`src/fp4bd_pkg.sv`:
```
// ---------------------------------------------------------------------------
// fp4bd_pkg
// Types, constants and decode functions of the FP4 block dot accumulator.
// ---------------------------------------------------------------------------
package fp4bd_pkg;

  localparam int unsigned NumLanes   = 16;
  localparam int unsigned NibW       = 4;
  localparam int unsigned BlockW     = NumLanes * NibW;
  localparam int unsigned ScaleW     = 8;
  localparam int unsigned ScaleValW  = 18;   // E4M3 value in units of 2^-9
  localparam int unsigned ProdW      = 9;    // one lane product, units of 1/4
  localparam int unsigned DotW       = 13;   // sum of 16 lane products
  localparam int unsigned TermW      = 50;
  localparam int unsigned AccW       = 64;
  localparam int unsigned AlphaW     = 32;
  localparam int unsigned Bf16W      = 16;
  localparam int unsigned WideW      = 88;   // 64 x 24 bit magnitude product
  localparam int unsigned LzW        = 7;
  localparam int unsigned ExpW       = 10;   // signed exponent arithmetic
  localparam int unsigned KeepPos    = 80;   // msb at 87 keeps 8 bits
  localparam int unsigned InDataW    = 2 * BlockW + 2 * ScaleW;

  localparam logic [Bf16W-1:0] Bf16Nan = 16'h7FC0;
  localparam logic [Bf16W-1:0] Bf16Inf = 16'h7F80;
  localparam logic [AlphaW-1:0] AlphaReset = 32'h3F80_0000;
  localparam logic [7:0] AlphaExpMax = 8'hFF;

  typedef logic signed [ProdW-1:0] lane_prod_t;
  typedef logic signed [DotW-1:0]  dot_t;

  // Request from the accumulator stage to the bf16 converter
  typedef struct packed {
    logic              start;
    logic [AccW-1:0]   acc;
    logic [AlphaW-1:0] alpha;
  } cvt_req_t;

  // Converter status back to the top level
  typedef struct packed {
    logic             idle;
    logic             res_valid;
    logic [Bf16W-1:0] res;
  } cvt_stat_t;

  typedef enum logic [2:0] {
    CV_IDLE,
    CV_MUL,
    CV_SUM,
    CV_NORM,
    CV_ALIGN,
    CV_ROUND,
    CV_DONE
  } cvt_state_t;

  // E2M1 magnitude in units of 0.5
  function automatic logic [3:0] fp4_mag(input logic [2:0] code);
    logic [3:0] m;
    case (code)
      3'd0:    m = 4'd0;
      3'd1:    m = 4'd1;
      3'd2:    m = 4'd2;
      3'd3:    m = 4'd3;
      3'd4:    m = 4'd4;
      3'd5:    m = 4'd6;
      3'd6:    m = 4'd8;
      default: m = 4'd12;
    endcase
    return m;
  endfunction

  // Unsigned E4M3 scale in units of 2^-9, bit 7 ignored
  function automatic logic [ScaleValW-1:0] scale_val(input logic [ScaleW-1:0] b);
    logic [3:0] e;
    logic [ScaleValW-1:0] mant;
    e    = b[6:3];
    mant = {{(ScaleValW-4){1'b0}}, 1'b1, b[2:0]};
    if (e == 4'd0) begin
      return {{(ScaleValW-3){1'b0}}, b[2:0]};
    end
    return mant << (e - 4'd1);
  endfunction

endpackage

```
`src/fp4bd_merge.sv`:
```
// ---------------------------------------------------------------------------
// fp4bd_merge
// Adds the 16 lane products into the block dot product, registered.
// ---------------------------------------------------------------------------
module fp4bd_merge
  import fp4bd_pkg::*;
(
  input  logic       clk,
  input  lane_prod_t prod [NumLanes],
  output dot_t       dot_r
);

  dot_t dot_nxt;

  // adder chain over independent lanes
  always_comb begin
    dot_nxt = '0;
    for (int i = 0; i < NumLanes; i++) begin
      dot_nxt = dot_nxt + DotW'(prod[i]);
    end
  end

  always_ff @(posedge clk) begin
    dot_r <= dot_nxt;
  end

endmodule

```
`config.mk`:
```
export PLATFORM = sky130hd
export DESIGN_NAME = fp4bd_merge
export DESIGN_NICKNAME = d
export VERILOG_FILES = /design/src/fp4bd_pkg.sv /design/src/fp4bd_merge.sv
export SDC_FILE = /design/constraint.sdc
export NUM_CORES = 1
export LEC_CHECK = 0
export ABC_CLOCK_PERIOD_IN_PS = 15180
export BUFFER_PORTS_ARGS = -buffer_cell sky130_fd_sc_hd__buf_2
export CELL_PAD_IN_SITES_DETAIL_PLACEMENT = 0
export CELL_PAD_IN_SITES_GLOBAL_PLACEMENT = 2
export CORE_MARGIN = 5
export CORE_UTILIZATION = 33
export CTS_BUF_LIST = sky130_fd_sc_hd__clkbuf_16
export CTS_CLUSTER_DIAMETER = 80
export DETAILED_ROUTE_END_ITERATION = 7
export PLACE_DENSITY_LB_ADDON = 0.1
export SETUP_SLACK_MARGIN = 0.1
export SLEW_MARGIN = 0
export SYNTH_ARGS = -nofsm -noshare
export SYNTH_HDL_FRONTEND = slang
export SYNTH_SLANG_ARGS = --single-unit
```
`constraint.sdc`:
```
create_clock -name clk -period 15.18 [get_ports clk]
set_input_delay 0.759 -clock clk [delete_from_list [all_inputs] [get_ports clk]]
set_output_delay 0.759 -clock clk [all_outputs]
set_load 0.03 [all_outputs]
```
==> results.json <==
{
  "crit_type": "input pin to flop",
  "root_buffer": "clkbuf_16",
  "syn_inst": 417,
  "met2_length_um": 4790,
  "wirelength_um": 8390,
  "synth_commonest_cells": "inv_1, fa_1, ha_1",
  "chipWidth_um": 124,
  "rows": 41,
  "outcome": "completed",
  "dr_wl_met3_um": 798,
  "synth_edf_count": 0,
  "viasPerCell": 3.92,
  "htreeDepth": 1,
  "hold_class": "input pin to flop",
  "final_layout_size_suffix_gt1_share_pct": 28.7,
  "grt_pass1_vias": 3431,
  "min-delay-start": "prod[135]",
  "m1WireLength_um": 2790,
  "avgSynthCellArea_um2": 10.3,
  "yosysTopAreaCell": "fa_1",
  "whs_endpoint": "dot_r[0]",
  "cap_violations": 0,
  "io_buffers": 157,
  "grtUsageTotal_pct": 11.2,
  "synthesis.area_um2": 4280,
  "gp_congestion": 0.762,
  "critPathArrivalTime_ps": 5640,
  "synth_top_flop_cell": "dfxtp_1",
  "final_cells": 750,
  "largest_reg_flops": 13,
  "whs_ps": 748,
  "drt-initial-drc-count": 25,
  "seqCellArea_um2": 260,
  "vias": 2939,
  "pin_count": 158,
  "start_kind": "input pin",
  "synth_cell_types": 24,
  "die_h_um": 124,
  "syn_nets": 714,
  "worstPathMaxFanout": 2,
  "numCtsBuffers": 3,
  "cts_tree": "done",
  "slew_violations": 0,
  "nets": 876,
  "fin_setup_tns_ps": 0,
  "cp-end-kind": "flop",
  "cts_resized": 0,
  "firstDrtPassIters": 4,
  "seq_area_frac_synth_pct": 6.08,
  "drt-wirelength-per-cell_um": 11.2,
  "synth_area_leaders": "fa_1, inv_1, dfxtp_1",
  "grt.overflow.total": 0,
  "clock_path_buffers": 2,
  "holdPathStages": 2,
  "die-area_um2": 15300,
  "clk_pin_slew_ps": 40,
  "fill_cells": 1319,
  "cts_sinks": 13,
  "synthToLayoutAreaGrowth_pct": 25.2,
  "slew-limit-headroom_pct": 73.5,
  "regMostFlops": "dot_r",
  "required_ps": 15300,
  "top_regs": "dot_r x13",
  "synth_top_area_share_pct": 62.7,
  "ctsHoldBuffers": 0,
  "finalHoldViolations": 0,
  "grt_max_degree": 8,
  "finalSetupViolCount": 0,
  "finalCriticalPeriod_ps": 5520,
  "cts_setup_buffers": 0,
  "drc": 0,
  "yosys_warnings": 0,
  "fmax_mhz": 181,
  "yosysMostFrequentCell": "inv_1",
  "tightest_slew_ps": 398,
  "dp_cells": 746,
  "period_share_pct": 36.4,
  "async_reset_ff_share_pct": 0,
  "place_hpwl_um": 8620,
  "antenna_found_initial": 1,
  "grt_pass1_wl_um": 14000,
  "ant_nets": 0,
  "rsz0062_at_grt": "false",
  "top_layer_used": "met5",
  "ys_seq_elements": 13,
  "multi_input_area_um2": 3240,
  "start_util_pct": 33.8,
  "antennaDiodeCount": 0,
  "coreArea_um2": 12700
}
==> worst max-delay path, stage by stage <==
cell	delay, ps
buf_2	110
fa_1	530
inv_1	60
fa_1	540
inv_1	50
fa_1	500
inv_1	50
fa_1	550
fa_1	430
fa_1	490
inv_1	40
ha_1	210
fa_1	450
a21oi_1	210
nor2_1	90
nor3_1	280
a21oi_1	120
xor2_1	150
==> cell type report <==
class                           count  area share (%)
Clock buffer                        3            1.40
Inverter                          207            14.5
Clock inverter                      1          0.0700
Multi-Input combinational cell    197            60.5
Sequential cell                    13            4.86
Timing Repair Buffer              157            14.7
Tap cell                          172            4.01
==> cells by family after synthesis <==
kind of cell / after synthesis / synth area share [%]
AOI/OAI and AO/OA: 15 / 3.01
xor gates and xnor gates: 14 / 2.86
adders and majority gates: 152 / 67.9
buffers and inverters: 207 / 18.2
DFF: 13 / 6.08
and+or+nand+nor: 16 / 1.96
==> cell usage in the layout, fill, tap and decap left out, drive strengths merged <==
cell	synthesis	routed
o21bai	1	1
nor2b	1	1
and3	2	2
o21a	2	2
nor3	2	2
ha	18	18
fa	134	134
clkbuf	0	3
xnor2	11	11
o21ai	1	1
a211oi	1	1
nor2	5	5
a31oi	1	1
dfxtp	13	13
a2111oi	1	1
and2	1	1
buf	0	157
nand3	3	3
a21oi	6	6
a21o	2	2
inv	207	208
nor4	1	1
xor2	3	3
nand2	1	1
==> metrics by stage <==
stage | util [%] | area (µm²) | setup slack [ps]
after floorplan | - | 4280 | 9730
after global placement | 41.7 | 5280 | 9440
after detailed placement | 41.7 | 5280 | 9390
after CTS | 42.3 | 5360 | 9610
after global routing | 42.3 | 5360 | 9320
final | 42.3 | 5360 | 9660
==> metal layers <==
layer | track usage (%) | up-vias
li1 | - | 1412
met4 | 0.411 | 2
met5 | 0 | -
met3 | 2.72 | 2
met1 | 12.8 | 1425
met2 | 22.0 | 98
==> worst max-delay path by stage <==
stage	from	end
finish	prod[110]	dot_r[10]
global route	prod[110]	dot_r[10]
CTS	prod[110]	dot_r[10]
detailed placement	prod[110]	dot_r[10]
global placement	prod[110]	dot_r[10]
floorplan	prod[110]	dot_r[10]
Power is left out: the tool's default activity adds up to more than one toggle a clock period on the data nets, which glitch-free logic cannot reach.
