### config.mk
export PLATFORM = sky130hd
export DESIGN_NAME = fp4bd_lane
export DESIGN_NICKNAME = d
export VERILOG_FILES = /design/src/fp4bd_pkg.sv /design/src/fp4bd_lane.sv
export SDC_FILE = /design/constraint.sdc
export NUM_CORES = 1
export LEC_CHECK = 0
export ABC_AREA = 1
export CORE_MARGIN = 5
export CORE_UTILIZATION = 55
export DETAILED_ROUTE_END_ITERATION = 6
export DONT_BUFFER_PORTS = 1
export PLACE_DENSITY = 0.7
export SETUP_SLACK_MARGIN = 0.15
export SYNTH_ARGS = -nofsm -noshare
export SYNTH_HDL_FRONTEND = slang
export SYNTH_SLANG_ARGS = --single-unit
### constraint.sdc
create_clock -name vclk -period 3.4
set_input_delay 0.17 -clock vclk [all_inputs]
set_output_delay 0.17 -clock vclk [all_outputs]
set_load 0.02 [all_outputs]
### src/fp4bd_pkg.sv
// ---------------------------------------------------------------------------
// fp4bd_pkg
// Types, constants and decode functions of the FP4 block dot accumulator.
// ---------------------------------------------------------------------------
package fp4bd_pkg;

  localparam int unsigned NumLanes   = 16;
  localparam int unsigned NibW       = 4;
  localparam int unsigned BlockW     = NumLanes * NibW;
  localparam int unsigned ScaleW     = 8;
  localparam int unsigned ScaleValW  = 18;   // E4M3 value in units of 2^-9
  localparam int unsigned ProdW      = 9;    // one lane product, units of 1/4
  localparam int unsigned DotW       = 13;   // sum of 16 lane products
  localparam int unsigned TermW      = 50;
  localparam int unsigned AccW       = 64;
  localparam int unsigned AlphaW     = 32;
  localparam int unsigned Bf16W      = 16;
  localparam int unsigned WideW      = 88;   // 64 x 24 bit magnitude product
  localparam int unsigned LzW        = 7;
  localparam int unsigned ExpW       = 10;   // signed exponent arithmetic
  localparam int unsigned KeepPos    = 80;   // msb at 87 keeps 8 bits
  localparam int unsigned InDataW    = 2 * BlockW + 2 * ScaleW;

  localparam logic [Bf16W-1:0] Bf16Nan = 16'h7FC0;
  localparam logic [Bf16W-1:0] Bf16Inf = 16'h7F80;
  localparam logic [AlphaW-1:0] AlphaReset = 32'h3F80_0000;
  localparam logic [7:0] AlphaExpMax = 8'hFF;

  typedef logic signed [ProdW-1:0] lane_prod_t;
  typedef logic signed [DotW-1:0]  dot_t;

  // Request from the accumulator stage to the bf16 converter
  typedef struct packed {
    logic              start;
    logic [AccW-1:0]   acc;
    logic [AlphaW-1:0] alpha;
  } cvt_req_t;

  // Converter status back to the top level
  typedef struct packed {
    logic             idle;
    logic             res_valid;
    logic [Bf16W-1:0] res;
  } cvt_stat_t;

  typedef enum logic [2:0] {
    CV_IDLE,
    CV_MUL,
    CV_SUM,
    CV_NORM,
    CV_ALIGN,
    CV_ROUND,
    CV_DONE
  } cvt_state_t;

  // E2M1 magnitude in units of 0.5
  function automatic logic [3:0] fp4_mag(input logic [2:0] code);
    logic [3:0] m;
    case (code)
      3'd0:    m = 4'd0;
      3'd1:    m = 4'd1;
      3'd2:    m = 4'd2;
      3'd3:    m = 4'd3;
      3'd4:    m = 4'd4;
      3'd5:    m = 4'd6;
      3'd6:    m = 4'd8;
      default: m = 4'd12;
    endcase
    return m;
  endfunction

  // Unsigned E4M3 scale in units of 2^-9, bit 7 ignored
  function automatic logic [ScaleValW-1:0] scale_val(input logic [ScaleW-1:0] b);
    logic [3:0] e;
    logic [ScaleValW-1:0] mant;
    e    = b[6:3];
    mant = {{(ScaleValW-4){1'b0}}, 1'b1, b[2:0]};
    if (e == 4'd0) begin
      return {{(ScaleValW-3){1'b0}}, b[2:0]};
    end
    return mant << (e - 4'd1);
  endfunction

endpackage

### src/fp4bd_lane.sv
// ---------------------------------------------------------------------------
// fp4bd_lane
// One element lane: signed product of a weight and an activation nibble.
// ---------------------------------------------------------------------------
module fp4bd_lane
  import fp4bd_pkg::*;
(
  input  logic [NibW-1:0] w_nib,
  input  logic [NibW-1:0] a_nib,
  output lane_prod_t      prod
);

  logic [7:0] mag;

  // magnitude product in units of 1/4, sign from the two sign bits
  assign mag  = 8'(fp4_mag(w_nib[2:0])) * 8'(fp4_mag(a_nib[2:0]));
  assign prod = (w_nib[3] ^ a_nib[3]) ? -$signed({1'b0, mag}) : $signed({1'b0, mag});

endmodule

==> flow_results.xml <==
<?xml version="1.0" encoding="UTF-8"?>
<metrics>
  <group name="sta">
    <metric name="timing.hold.ws" unit="ps">545.9</metric>
    <metric name="tightestPinTransition" unit="ps">639.0</metric>
    <metric name="finalCritPeriodShare" unit="%">92.00</metric>
    <metric name="grt_setup_unrepaired" unit="">yes</metric>
    <metric name="clock.fmax" unit="GHz">0.3197</metric>
    <metric name="finalHoldViolations" unit="">0</metric>
    <metric name="layout_min_cycle_time" unit="ps">3128</metric>
    <metric name="timing.final.setup_violations" unit="">0</metric>
    <metric name="total_negative_setup_slack" unit="ps">0</metric>
    <metric name="final-max-slew-violation-count" unit="">0</metric>
    <metric name="slew_headroom" unit="%">56.95</metric>
  </group>
  <group name="drt">
    <metric name="drc_errors" unit="">0</metric>
    <metric name="avgViaCountPerCell" unit="">5.063</metric>
    <metric name="drt-wirelength-per-cell" unit="um">11.29</metric>
    <metric name="drtAntennaViolNets" unit="">0</metric>
    <metric name="route.final.wire_length" unit="um">1795</metric>
    <metric name="first_iter_violations" unit="">20</metric>
    <metric name="route.vias.total" unit="">805</metric>
    <metric name="firstDrtPassIters" unit="">4</metric>
  </group>
  <group name="synthesis">
    <metric name="syn_nets" unit="">160</metric>
    <metric name="netlist_instances" unit="">135</metric>
    <metric name="ys_warn_count" unit="">0</metric>
    <metric name="synth_area_leader_cell" unit="">sky130_fd_sc_hd__ha_1</metric>
    <metric name="yosys.area.top_type_share" unit="%">20.87</metric>
    <metric name="netlist_top_cells_area" unit="">sky130_fd_sc_hd__ha_1 21%, sky130_fd_sc_hd__inv_1 16%, sky130_fd_sc_hd__nand2_1 14%, sky130_fd_sc_hd__fa_1 10%, sky130_fd_sc_hd__nor2_1 10%</metric>
    <metric name="sequential_cell_area_fraction_in_the_yosys_report" unit="%">0</metric>
    <metric name="syn_area_cell" unit="um^2">5.774</metric>
    <metric name="synth.lib_cells_used.distinct" unit="">17</metric>
    <metric name="synthesis.area" unit="um^2">779.5</metric>
  </group>
  <group name="hold_path">
    <metric name="hold_end" unit="">prod[0]</metric>
    <metric name="holdCritPathClass" unit="">in -&gt; out</metric>
    <metric name="hp_start" unit="">w_nib[2]</metric>
    <metric name="hold-path-cell-count" unit="">3</metric>
  </group>
  <group name="global_route">
    <metric name="grt_pass1_vias" unit="">715</metric>
    <metric name="antenna_violations_before_repair" unit="">0</metric>
    <metric name="grtUsageMet3" unit="%">0</metric>
    <metric name="grt_first_pass_wirelength" unit="um">2753</metric>
    <metric name="grt_most_used_layer" unit="">met2</metric>
    <metric name="grt_usage" unit="%">16.22</metric>
    <metric name="grt_overflow" unit="">0</metric>
    <metric name="grt_max_degree" unit="">8</metric>
    <metric name="global_route.usage.met2" unit="%">31.55</metric>
    <metric name="groute.layer.met1.usage" unit="%">21.25</metric>
  </group>
  <group name="power">
    <metric name="report.power.total" unit="mW">0.2076</metric>
    <metric name="ir_worst_vdd" unit="mV">0.1197</metric>
    <metric name="pwr_density_cell" unit="nW/um^2">225.8</metric>
    <metric name="power.leakage" unit="nW">0.5699</metric>
  </group>
  <group name="worst_setup_path">
    <metric name="worstPathBufferInverterCount" unit="">4</metric>
    <metric name="max_stage_delay" unit="ps">580</metric>
    <metric name="timing.setup.critical_path_class" unit="">in -&gt; out</metric>
    <metric name="slowest_stage" unit="">sky130_fd_sc_hd__fa_2</metric>
    <metric name="timing.critical_path.arrival" unit="ps">2960</metric>
    <metric name="worstPathCellList" unit="">nand2_1 -&gt; inv_1 -&gt; o21ai_2 -&gt; or2_4 -&gt; fa_1 -&gt; inv_1 -&gt; fa_1 -&gt; inv_2 -&gt; fa_2 -&gt; nand2_2 -&gt; nor2_4 -&gt; nand4_1 -&gt; nor2_1 -&gt; nor2_1 -&gt; buf_4</metric>
    <metric name="timing.critical_path.to_type" unit="">primary output</metric>
    <metric name="critical-path-top-delay-family" unit="">adder cells</metric>
    <metric name="timing.critical_path.fanout_max" unit="">3</metric>
    <metric name="worst_ep_required_time" unit="ps">3230</metric>
    <metric name="worst_setup_path_start_kind" unit="">primary input</metric>
  </group>
  <group name="floorplan">
    <metric name="design.die.area" unit="um^2">2270</metric>
    <metric name="number_of_placement_rows" unit="">13</metric>
    <metric name="dieWidth" unit="um">47.65</metric>
    <metric name="initial_core_util" unit="%">59.16</metric>
    <metric name="design.portCount" unit="">17</metric>
    <metric name="dieHeight" unit="um">47.65</metric>
    <metric name="core_region_area" unit="um^2">1318</metric>
  </group>
  <group name="cells_and_area">
    <metric name="area_growth_from_synthesis_to_layout" unit="%">17.98</metric>
    <metric name="layout.cells.most_common_list" unit="">29 x sky130_fd_sc_hd__inv_1, 24 x sky130_fd_sc_hd__nand2_1, 20 x sky130_fd_sc_hd__nor2_1, 13 x sky130_fd_sc_hd__ha_1, 10 x sky130_fd_sc_hd__nand3_1</metric>
    <metric name="clock_buffers" unit="">0</metric>
    <metric name="nFlopsAndLatches" unit="">0</metric>
    <metric name="layout.cells.most_common" unit="">sky130_fd_sc_hd__inv_1</metric>
    <metric name="sequential_area" unit="um^2">0</metric>
    <metric name="number_of_nets_in_the_layout" unit="">171</metric>
    <metric name="post_route_cells_drive_above_1_share" unit="%">23.61</metric>
    <metric name="n_antenna_cell" unit="">0</metric>
  </group>
  <group name="placed_design">
    <metric name="numPortBuffers" unit="">0</metric>
    <metric name="routabilityCongestion" unit="">0.8578</metric>
    <metric name="dpl.hpwl" unit="um">1479</metric>
  </group>
  <group name="run_status">
    <metric name="status" unit="">completed</metric>
  </group>
  <group name="run">
    <metric name="cap_violations" unit="">0</metric>
  </group>
</metrics>
[tightest hold or removal path, stage by stage]
cell,delay (ps)
sky130_fd_sc_hd__nor2_2,30
sky130_fd_sc_hd__nand2_2,70
sky130_fd_sc_hd__inv_1,100
[repair_timing]
action	CTS	global route
hold buffers	0	0
resized for setup	5	19
buffers inserted	0	4
pin swaps	1	13
setup endpoints to repair	5	5
[how the worst max path moves through the flow]
stage,from,end,slack (ps),cells past startpoint
2_1_floorplan,w_nib[1],prod[5],150,12
3_3_place_gp,w_nib[2],prod[8],90,15
3_5_place_dp,w_nib[2],prod[8],30,15
4_1_cts,a_nib[2],prod[8],190,15
5_1_grt,w_nib[0],prod[8],90,18
6_report,a_nib[0],prod[8],270,15
[metrics by stage]
| step | instance area, um^2 | worst slack [ps] | cells | utilization [%] |
|---|---|---|---|---|
| finish | 919.6 | 272.0 | 159 | 69.80 |
| global route | 919.6 | 87.12 | 159 | 69.80 |
| CTS | 847.1 | 190.0 | 155 | 64.29 |
| detailed placement | 835.8 | 25.42 | 155 | 63.44 |
| global placement | 835.8 | 85.13 | 155 | 63.44 |
| floorplan | 779.5 | 151.3 | 135 | - |
[metal layers]
layer | wire [um] | share of wire, %
met5 | 0 | 0
met2 | 951 | 53
met4 | 0 | 0
met3 | 54 | 3.0
met1 | 788 | 44
[final cells by class]
type / instances / area (um^2)
multi-input combinational: 102 / 701.9
timing repair buffer: 9 / 67.56
tap: 15 / 18.77
inverter: 33 / 131.4
fill: 141 / 397.9
[cells by family (layout without fill, tap and decap cells)]
family	Yosys count	count (layout)	synth area share [%]
simple gates	73	73	41.89
buf+inv	33	42	15.89
fa+ha+maj	17	17	31.14
compound gates	7	7	4.494
xor+xnor	5	5	6.582
[report_power, final]
part / switching (mW) / internal (mW) / total, mW / leakage, nW
clock: 0 / 0 / 0 / 0
combinational: 0.130 / 0.0777 / 0.208 / 0.570
sequential: 0 / 0 / 0 / 0
total: 0.130 / 0.0777 / 0.208 / 0.570
[synthesized netlist by cell type]
master                    number
sky130_fd_sc_hd__o21ai_0       4
sky130_fd_sc_hd__nor2_2        2
sky130_fd_sc_hd__nand2_1      29
sky130_fd_sc_hd__o21ai_1       1
sky130_fd_sc_hd__inv_1        33
sky130_fd_sc_hd__a21oi_1       2
sky130_fd_sc_hd__ha_1         13
sky130_fd_sc_hd__xnor2_1       2
sky130_fd_sc_hd__nand3_1      10
sky130_fd_sc_hd__nand4_1       3
sky130_fd_sc_hd__fa_1          4
sky130_fd_sc_hd__nand3_2       2
sky130_fd_sc_hd__nand2_2       4
sky130_fd_sc_hd__or2_1         2
sky130_fd_sc_hd__nor2_1       21
sky130_fd_sc_hd__xnor2_2       1
sky130_fd_sc_hd__xor2_1        2
Note: power is estimated with default switching activity, not from simulation.
