===== src/fp4bd_pkg.sv =====
// ---------------------------------------------------------------------------
// fp4bd_pkg
// Types, constants and decode functions of the FP4 block dot accumulator.
// ---------------------------------------------------------------------------
package fp4bd_pkg;

  localparam int unsigned NumLanes   = 16;
  localparam int unsigned NibW       = 4;
  localparam int unsigned BlockW     = NumLanes * NibW;
  localparam int unsigned ScaleW     = 8;
  localparam int unsigned ScaleValW  = 18;   // E4M3 value in units of 2^-9
  localparam int unsigned ProdW      = 9;    // one lane product, units of 1/4
  localparam int unsigned DotW       = 13;   // sum of 16 lane products
  localparam int unsigned TermW      = 50;
  localparam int unsigned AccW       = 64;
  localparam int unsigned AlphaW     = 32;
  localparam int unsigned Bf16W      = 16;
  localparam int unsigned WideW      = 88;   // 64 x 24 bit magnitude product
  localparam int unsigned LzW        = 7;
  localparam int unsigned ExpW       = 10;   // signed exponent arithmetic
  localparam int unsigned KeepPos    = 80;   // msb at 87 keeps 8 bits
  localparam int unsigned InDataW    = 2 * BlockW + 2 * ScaleW;

  localparam logic [Bf16W-1:0] Bf16Nan = 16'h7FC0;
  localparam logic [Bf16W-1:0] Bf16Inf = 16'h7F80;
  localparam logic [AlphaW-1:0] AlphaReset = 32'h3F80_0000;
  localparam logic [7:0] AlphaExpMax = 8'hFF;

  typedef logic signed [ProdW-1:0] lane_prod_t;
  typedef logic signed [DotW-1:0]  dot_t;

  // Request from the accumulator stage to the bf16 converter
  typedef struct packed {
    logic              start;
    logic [AccW-1:0]   acc;
    logic [AlphaW-1:0] alpha;
  } cvt_req_t;

  // Converter status back to the top level
  typedef struct packed {
    logic             idle;
    logic             res_valid;
    logic [Bf16W-1:0] res;
  } cvt_stat_t;

  typedef enum logic [2:0] {
    CV_IDLE,
    CV_MUL,
    CV_SUM,
    CV_NORM,
    CV_ALIGN,
    CV_ROUND,
    CV_DONE
  } cvt_state_t;

  // E2M1 magnitude in units of 0.5
  function automatic logic [3:0] fp4_mag(input logic [2:0] code);
    logic [3:0] m;
    case (code)
      3'd0:    m = 4'd0;
      3'd1:    m = 4'd1;
      3'd2:    m = 4'd2;
      3'd3:    m = 4'd3;
      3'd4:    m = 4'd4;
      3'd5:    m = 4'd6;
      3'd6:    m = 4'd8;
      default: m = 4'd12;
    endcase
    return m;
  endfunction

  // Unsigned E4M3 scale in units of 2^-9, bit 7 ignored
  function automatic logic [ScaleValW-1:0] scale_val(input logic [ScaleW-1:0] b);
    logic [3:0] e;
    logic [ScaleValW-1:0] mant;
    e    = b[6:3];
    mant = {{(ScaleValW-4){1'b0}}, 1'b1, b[2:0]};
    if (e == 4'd0) begin
      return {{(ScaleValW-3){1'b0}}, b[2:0]};
    end
    return mant << (e - 4'd1);
  endfunction

endpackage


===== src/fp4bd_bf16.sv =====
// ---------------------------------------------------------------------------
// fp4bd_bf16
// Multi-cycle converter: acc * 2^-20 * alpha rounded once to bf16 (RNE).
// ---------------------------------------------------------------------------
module fp4bd_bf16
  import fp4bd_pkg::*;
(
  input  logic      clk,
  input  logic      rst_n,
  input  cvt_req_t  req,
  input  logic      res_ready,
  output cvt_stat_t stat
);

  cvt_state_t state_r, state_nxt;

  logic [AccW-1:0]    mag_r;
  logic               sign_r;
  logic [7:0]         aexp_r;
  logic [23:0]        ma_r;
  logic [55:0]        p0_r, p1_r;
  logic [WideW-1:0]   n_r;
  logic [LzW-1:0]     lz_r;
  logic [2:0]         step_r;
  logic [7:0]         qm_r;
  logic               guard_r, sticky_r;
  logic signed [ExpW-1:0] lsb_r;
  logic [Bf16W-1:0]   res_r;

  // request decode
  logic               acc_neg;
  logic [7:0]         req_aexp;
  logic [22:0]        req_afrac;
  logic               req_sign;

  // normalize step
  logic [LzW-1:0]     sh_amt;
  logic [WideW-1:0]   top_mask;

  // align
  logic signed [ExpW-1:0] e_val, t_raw, t_val, lsb_val, keep_pos;
  logic [LzW-1:0]     t_m1;
  logic [WideW-1:0]   shifted, low_mask;

  // round and pack
  logic [8:0]         qm9;
  logic [7:0]         q_fin;
  logic signed [ExpW-1:0] lsb_fin, bexp;

  assign acc_neg   = req.acc[AccW-1];
  assign req_aexp  = req.alpha[30:23];
  assign req_afrac = req.alpha[22:0];
  assign req_sign  = req.alpha[31] ^ acc_neg;

  assign sh_amt   = LzW'(1) << (3'd6 - step_r);
  assign top_mask = ~({WideW{1'b1}} >> sh_amt);

  // exponent of the product's lsb, and the kept window position in n_r
  always_comb begin
    keep_pos = $signed(ExpW'(KeepPos));
    e_val   = ExpW'(signed'({2'b00, (aexp_r == 8'd0) ? 8'd1 : aexp_r})) - ExpW'(170);
    t_raw   = -ExpW'(133) - e_val + ExpW'(signed'({3'b000, lz_r}));
    t_val   = (t_raw < keep_pos) ? keep_pos : t_raw;
    t_m1    = LzW'(t_val - ExpW'(1));
    lsb_val = e_val + t_val - ExpW'(signed'({3'b000, lz_r}));
    shifted = n_r >> t_m1;
    low_mask = ~({WideW{1'b1}} << t_m1);
  end

  always_comb begin
    qm9     = {1'b0, qm_r} + 9'(guard_r & (sticky_r | qm_r[0]));
    q_fin   = qm9[8] ? qm9[8:1] : qm9[7:0];
    lsb_fin = qm9[8] ? lsb_r + ExpW'(1) : lsb_r;
    bexp    = lsb_fin + ExpW'(134);
  end

  // next state
  always_comb begin
    state_nxt = state_r;
    case (state_r)
      CV_IDLE: begin
        if (req.start) begin
          if (req_aexp == AlphaExpMax || req.acc == '0 || req.alpha[30:0] == '0) begin
            state_nxt = CV_DONE;
          end else begin
            state_nxt = CV_MUL;
          end
        end
      end
      CV_MUL:   state_nxt = CV_SUM;
      CV_SUM:   state_nxt = CV_NORM;
      CV_NORM: begin
        if (step_r == 3'd6) begin
          state_nxt = CV_ALIGN;
        end
      end
      CV_ALIGN: state_nxt = CV_ROUND;
      CV_ROUND: state_nxt = CV_DONE;
      CV_DONE: begin
        if (res_ready) begin
          state_nxt = CV_IDLE;
        end
      end
      default:  state_nxt = CV_IDLE;
    endcase
  end

  // outputs
  always_comb begin
    stat.idle      = (state_r == CV_IDLE);
    stat.res_valid = (state_r == CV_DONE);
    stat.res       = res_r;
  end

  always_ff @(posedge clk) begin
    if (!rst_n) begin
      state_r <= CV_IDLE;
    end else begin
      state_r <= state_nxt;
    end
  end

  // datapath
  always_ff @(posedge clk) begin
    case (state_r)
      CV_IDLE: begin
        mag_r  <= acc_neg ? -req.acc : req.acc;
        sign_r <= req_sign;
        aexp_r <= req_aexp;
        ma_r   <= {(req_aexp != 8'd0), req_afrac};
        // special results: NaN/inf alpha, zero product
        if (req_aexp == AlphaExpMax) begin
          res_r <= (req_afrac != '0 || req.acc == '0) ? Bf16Nan : (Bf16Inf | {req_sign, 15'd0});
        end else begin
          res_r <= {req_sign, 15'd0};
        end
      end
      CV_MUL: begin
        p0_r <= 56'(mag_r[31:0])  * 56'(ma_r);
        p1_r <= 56'(mag_r[63:32]) * 56'(ma_r);
      end
      CV_SUM: begin
        n_r    <= {32'd0, p0_r} + {p1_r, 32'd0};
        lz_r   <= '0;
        step_r <= '0;
      end
      CV_NORM: begin
        // shift out leading zeros 64, 32, ... 1 at a time
        if ((n_r & top_mask) == '0) begin
          n_r  <= n_r << sh_amt;
          lz_r <= lz_r + sh_amt;
        end
        step_r <= step_r + 3'd1;
      end
      CV_ALIGN: begin
        qm_r     <= shifted[8:1];
        guard_r  <= shifted[0];
        sticky_r <= (n_r & low_mask) != '0;
        lsb_r    <= lsb_val;
      end
      CV_ROUND: begin
        if (q_fin[7]) begin
          if (bexp >= ExpW'(255)) begin
            res_r <= {sign_r, 15'd0} | Bf16Inf;
          end else begin
            res_r <= {sign_r, bexp[7:0], q_fin[6:0]};
          end
        end else begin
          res_r <= {sign_r, 8'd0, q_fin[6:0]};
        end
      end
      default: begin
      end
    endcase
  end

endmodule


===== config.mk =====
export PLATFORM = sky130hd
export DESIGN_NAME = fp4bd_bf16
export DESIGN_NICKNAME = d
export VERILOG_FILES = /design/src/fp4bd_pkg.sv /design/src/fp4bd_bf16.sv
export SDC_FILE = /design/constraint.sdc
export NUM_CORES = 2
export LEC_CHECK = 0
export BUFFER_PORTS_ARGS = -buffer_cell sky130_fd_sc_hd__buf_2
export CORE_AREA = 2 2 434 328
export DETAILED_ROUTE_END_ITERATION = 8
export DIE_AREA = 0 0 436 330
export MAX_ROUTING_LAYER = met4
export PLACE_DENSITY = 0.7
export RECOVER_POWER = 25
export SLEW_MARGIN = 15
export SYNTH_ARGS = -nofsm -noshare
export SYNTH_HDL_FRONTEND = slang
export SYNTH_SLANG_ARGS = --single-unit

===== constraint.sdc =====
create_clock -name clk -period 13.6 [get_ports clk]
set_input_delay 1.36 -clock clk [delete_from_list [all_inputs] [get_ports clk]]
set_output_delay 1.36 -clock clk [all_outputs]
set_load 0.02 [all_outputs]

==> impl_metrics.ini <==
[cts]
tritoncts.num_buffers = 43
cts_root_buffer = sky130_fd_sc_hd__clkbuf_16
clkTransAtPathRegs_ps = 60
cts.htree.levels = 2
clock_sink_count = 346
cts-resized-gates = 0
cts_setup_buffers = 0
cts.hold.buffers_added = 0
clk_lat_worst_skew_ps = 650
clock_path_buffers = 3
clock_tree_from_tritoncts = built

[yosys]
synthFlopType = sky130_fd_sc_hd__edfxtp_1
netlist_instances = 8205
yosys.area.top_type = sky130_fd_sc_hd__fa_1
synth_edf_count = 343
synthTopCellsByArea = sky130_fd_sc_hd__fa_1 35%, sky130_fd_sc_hd__edfxtp_1 14%, sky130_fd_sc_hd__ha_1 7.3%
asyncSetResetFlopFracSynth_pct = 0
mappedNetlistArea_um2 = 75100
yosys.area_share.xor_xnor_pct = 3.09
yosysSeqAreaShare_pct = 13.8
netlist_top_cells_count = 1,355 x sky130_fd_sc_hd__inv_1, 1,352 x sky130_fd_sc_hd__nand2_1, 1,325 x sky130_fd_sc_hd__fa_1
yosys.area.top_type_share_pct = 35.3
synthesis.area_per_instance_um2 = 9.15
synth_adder_area_share_pct = 42.7
muxShareOfSynthArea_pct = 6.82
yosysUniqueCellTypes = 94
complex_gate_fraction_of_the_synthesized_area_pct = 8.66
postSynthNetCount = 10070
synth.ff_latch_count = 346
synthSimpleGateAreaFrac_pct = 15.6
post-synth-top-count-cell = sky130_fd_sc_hd__inv_1
synth_top_family_by_area = adder cells
yosysWarningCount = 0

[global_routing]
grt_pass1_vias = 61881
grt_max_degree = 72
gr-total-overflow = 0
grt_use_total_pct = 36.6
initial_antenna_violation_count = 8
global_route_wire_length_before_repair_um = 386000

[hold_path]
worstHoldPathCells = 1
hold_path.class = reg -> reg
hp-start = p0_r[7]
min_delay_worst_endpoint = n_r[7]

[routing]
totalWireLength_um = 255000
final_antenna_net_count = 0
route.vias.total = 60418
number_of_detailed_routing_iterations_run_before_antenna_repair = 6
detailedRoute.firstIterationViolations = 6765
routed_via_density = 6.08
wire_per_inst_um = 25.6
drcViolationCount = 0

[placed_design]
dp.final_hpwl_um = 193000
gp_congestion = 1.03
detailed_place.area_um2 = 77300
buffer_ports.inserted = 117

[timing]
slew_headroom_pct = -149
setup_total_negative_slack_ps = 0
hold_violations = 0
rsz0062_at_grt = no
timing_max_transition_violations_final = 205
time_the_worst_path_needs_with_i_o_delays_and_setup_ps = 10460
hold-worst-slack_ps = 542
finalSetupViolCount = 0
fmax_ghz = 0.0956
tightestPinTransition_ps = 3740
clock-skew-final_ps = 29.2
fin_crit_sh_pct = 76.9

[floorplan]
die-width_um = 436
rows = 119
die_height_um = 330
floorplan.initialDensity_pct = 53.8
core-area_um2 = 140000
number_of_top_level_pins = 118
die_footprint_um2 = 144000

[setup_path]
endpoint_class_of_the_critical_path = flip-flop
timing.rr.end = p1_r[53]
rr_worst_depth = 23
critical_path_peak_fanout = 64
cp.required_ps = 13970
critPathLaunchType = flip-flop
critPathArrivalTime_ps = 10830
timing.reg2reg.setup_slack_ps = 3140
worstSetupPathType = reg -> reg
r2r_path_start = ma_r[0]

[outcome]
result_of_the_run = finished with violations
violations = max-capacitance violations, max-slew violations

[job]
max_capacitance_violation_count = 4

[finish]
fraction_of_final_layout_cells_sized_beyond_drive_strength_1_pct = 5.13
areaGrowthSynthToFinish_pct = 5.03
design_area_um2 = 78900
fillerInstances = 12611
final_net_count = 9877
[worst max-delay path: stages, from the launching register on]
cell and delay [ps]:
sky130_fd_sc_hd__edfxtp_1 320, sky130_fd_sc_hd__clkbuf_1 2590, sky130_fd_sc_hd__and2_1 430, sky130_fd_sc_hd__fa_1 460
sky130_fd_sc_hd__fa_1 540, sky130_fd_sc_hd__fa_1 620, sky130_fd_sc_hd__inv_1 80, sky130_fd_sc_hd__fa_1 490
sky130_fd_sc_hd__fa_1 520, sky130_fd_sc_hd__fa_1 500, sky130_fd_sc_hd__inv_1 50, sky130_fd_sc_hd__fa_1 440
sky130_fd_sc_hd__ha_1 420, sky130_fd_sc_hd__nand2_1 150, sky130_fd_sc_hd__nor4_1 660, sky130_fd_sc_hd__a22oi_1 260
sky130_fd_sc_hd__nand2_1 110, sky130_fd_sc_hd__a21oi_1 90, sky130_fd_sc_hd__o21ai_0 460, sky130_fd_sc_hd__a21oi_1 210
sky130_fd_sc_hd__o21ai_0 310, sky130_fd_sc_hd__a21oi_1 130, sky130_fd_sc_hd__o21ai_0 200, sky130_fd_sc_hd__xor2_1 90
[how the worst max path moves through the flow]
stage	to	slack [ps]	startpoint	cells after the start
final	p1_r[53]	3140	ma_r[0]	23
after detailed placement	p0_r[55]	4900	ma_r[3]	26
after global placement	p0_r[55]	4980	ma_r[3]	26
after global routing	p0_r[55]	2830	ma_r[0]	24
after CTS	p0_r[55]	4900	ma_r[3]	26
after floorplan	stat[17]	4690	state_r[1]	2
[state kept, by name, indices dropped and copies added (netlist names)]
name      flops
mag_r        64
lsb_r        10
p0_r         56
res_r        16
state_r       3
n_r          88
sticky_r      1
sign_r        1
ma_r         24
qm_r          8
p1_r         56
step_r        3
aexp_r        8
guard_r       1
lz_r          7
[per-stage QoR]
stage	setup slack [ps]	utilization, %	std cells
after detailed placement	4900	55.4	9835
after global routing	2830	56.5	9929
after CTS	4900	56.4	9914
after global placement	4980	55.3	9834
final	3140	56.5	9932
after floorplan	4690	-	8205
[area by class of cell]
type	instances	area (µm²)	share of cell area, %
flip-flops and latches	346	10400	13.1
clock buffers	47	1090	1.38
multi-input cells	5988	57800	73.3
inverters	1361	5110	6.48
clock inverters	32	378	0.479
repair buffers	272	1770	2.24
diodes	11	27.5	0.0349
well taps	1875	2350	2.97
[layer usage]
metal	vias to the layer above	track usage [%]	wire length [µm]
li1	25757	-	-
met1	30537	51.1	107000
met2	3662	51.5	107000
met3	462	10.3	32300
met4	0	11.4	8460
met5	-	-	0
[placed cells by master (no fill, tap or decap), drive strengths merged, types with 86 or more instances in the layout]
| cell | instances |
|---|---|
| nor2 | 199 |
| buf | 235 |
| inv | 1365 |
| fa | 1325 |
| nand2 | 1353 |
| edfxtp | 343 |
| o21ai | 246 |
| mux2i | 396 |
| and2 | 545 |
| a21oi | 260 |
| nand3 | 86 |
| xnor2 | 193 |
| ha | 440 |
[kinds of logic after synthesis]
| logic type | Yosys count |
|---|---|
| compound gates | 1009 |
| buf+inv | 1871 |
| xor+xnor | 264 |
| mux | 455 |
| simple gates | 2495 |
| flops | 346 |
| fa+ha+maj | 1765 |
Power is not shown: default switching activity piles up to over one toggle a cycle in this logic, so the estimate is an artifact.
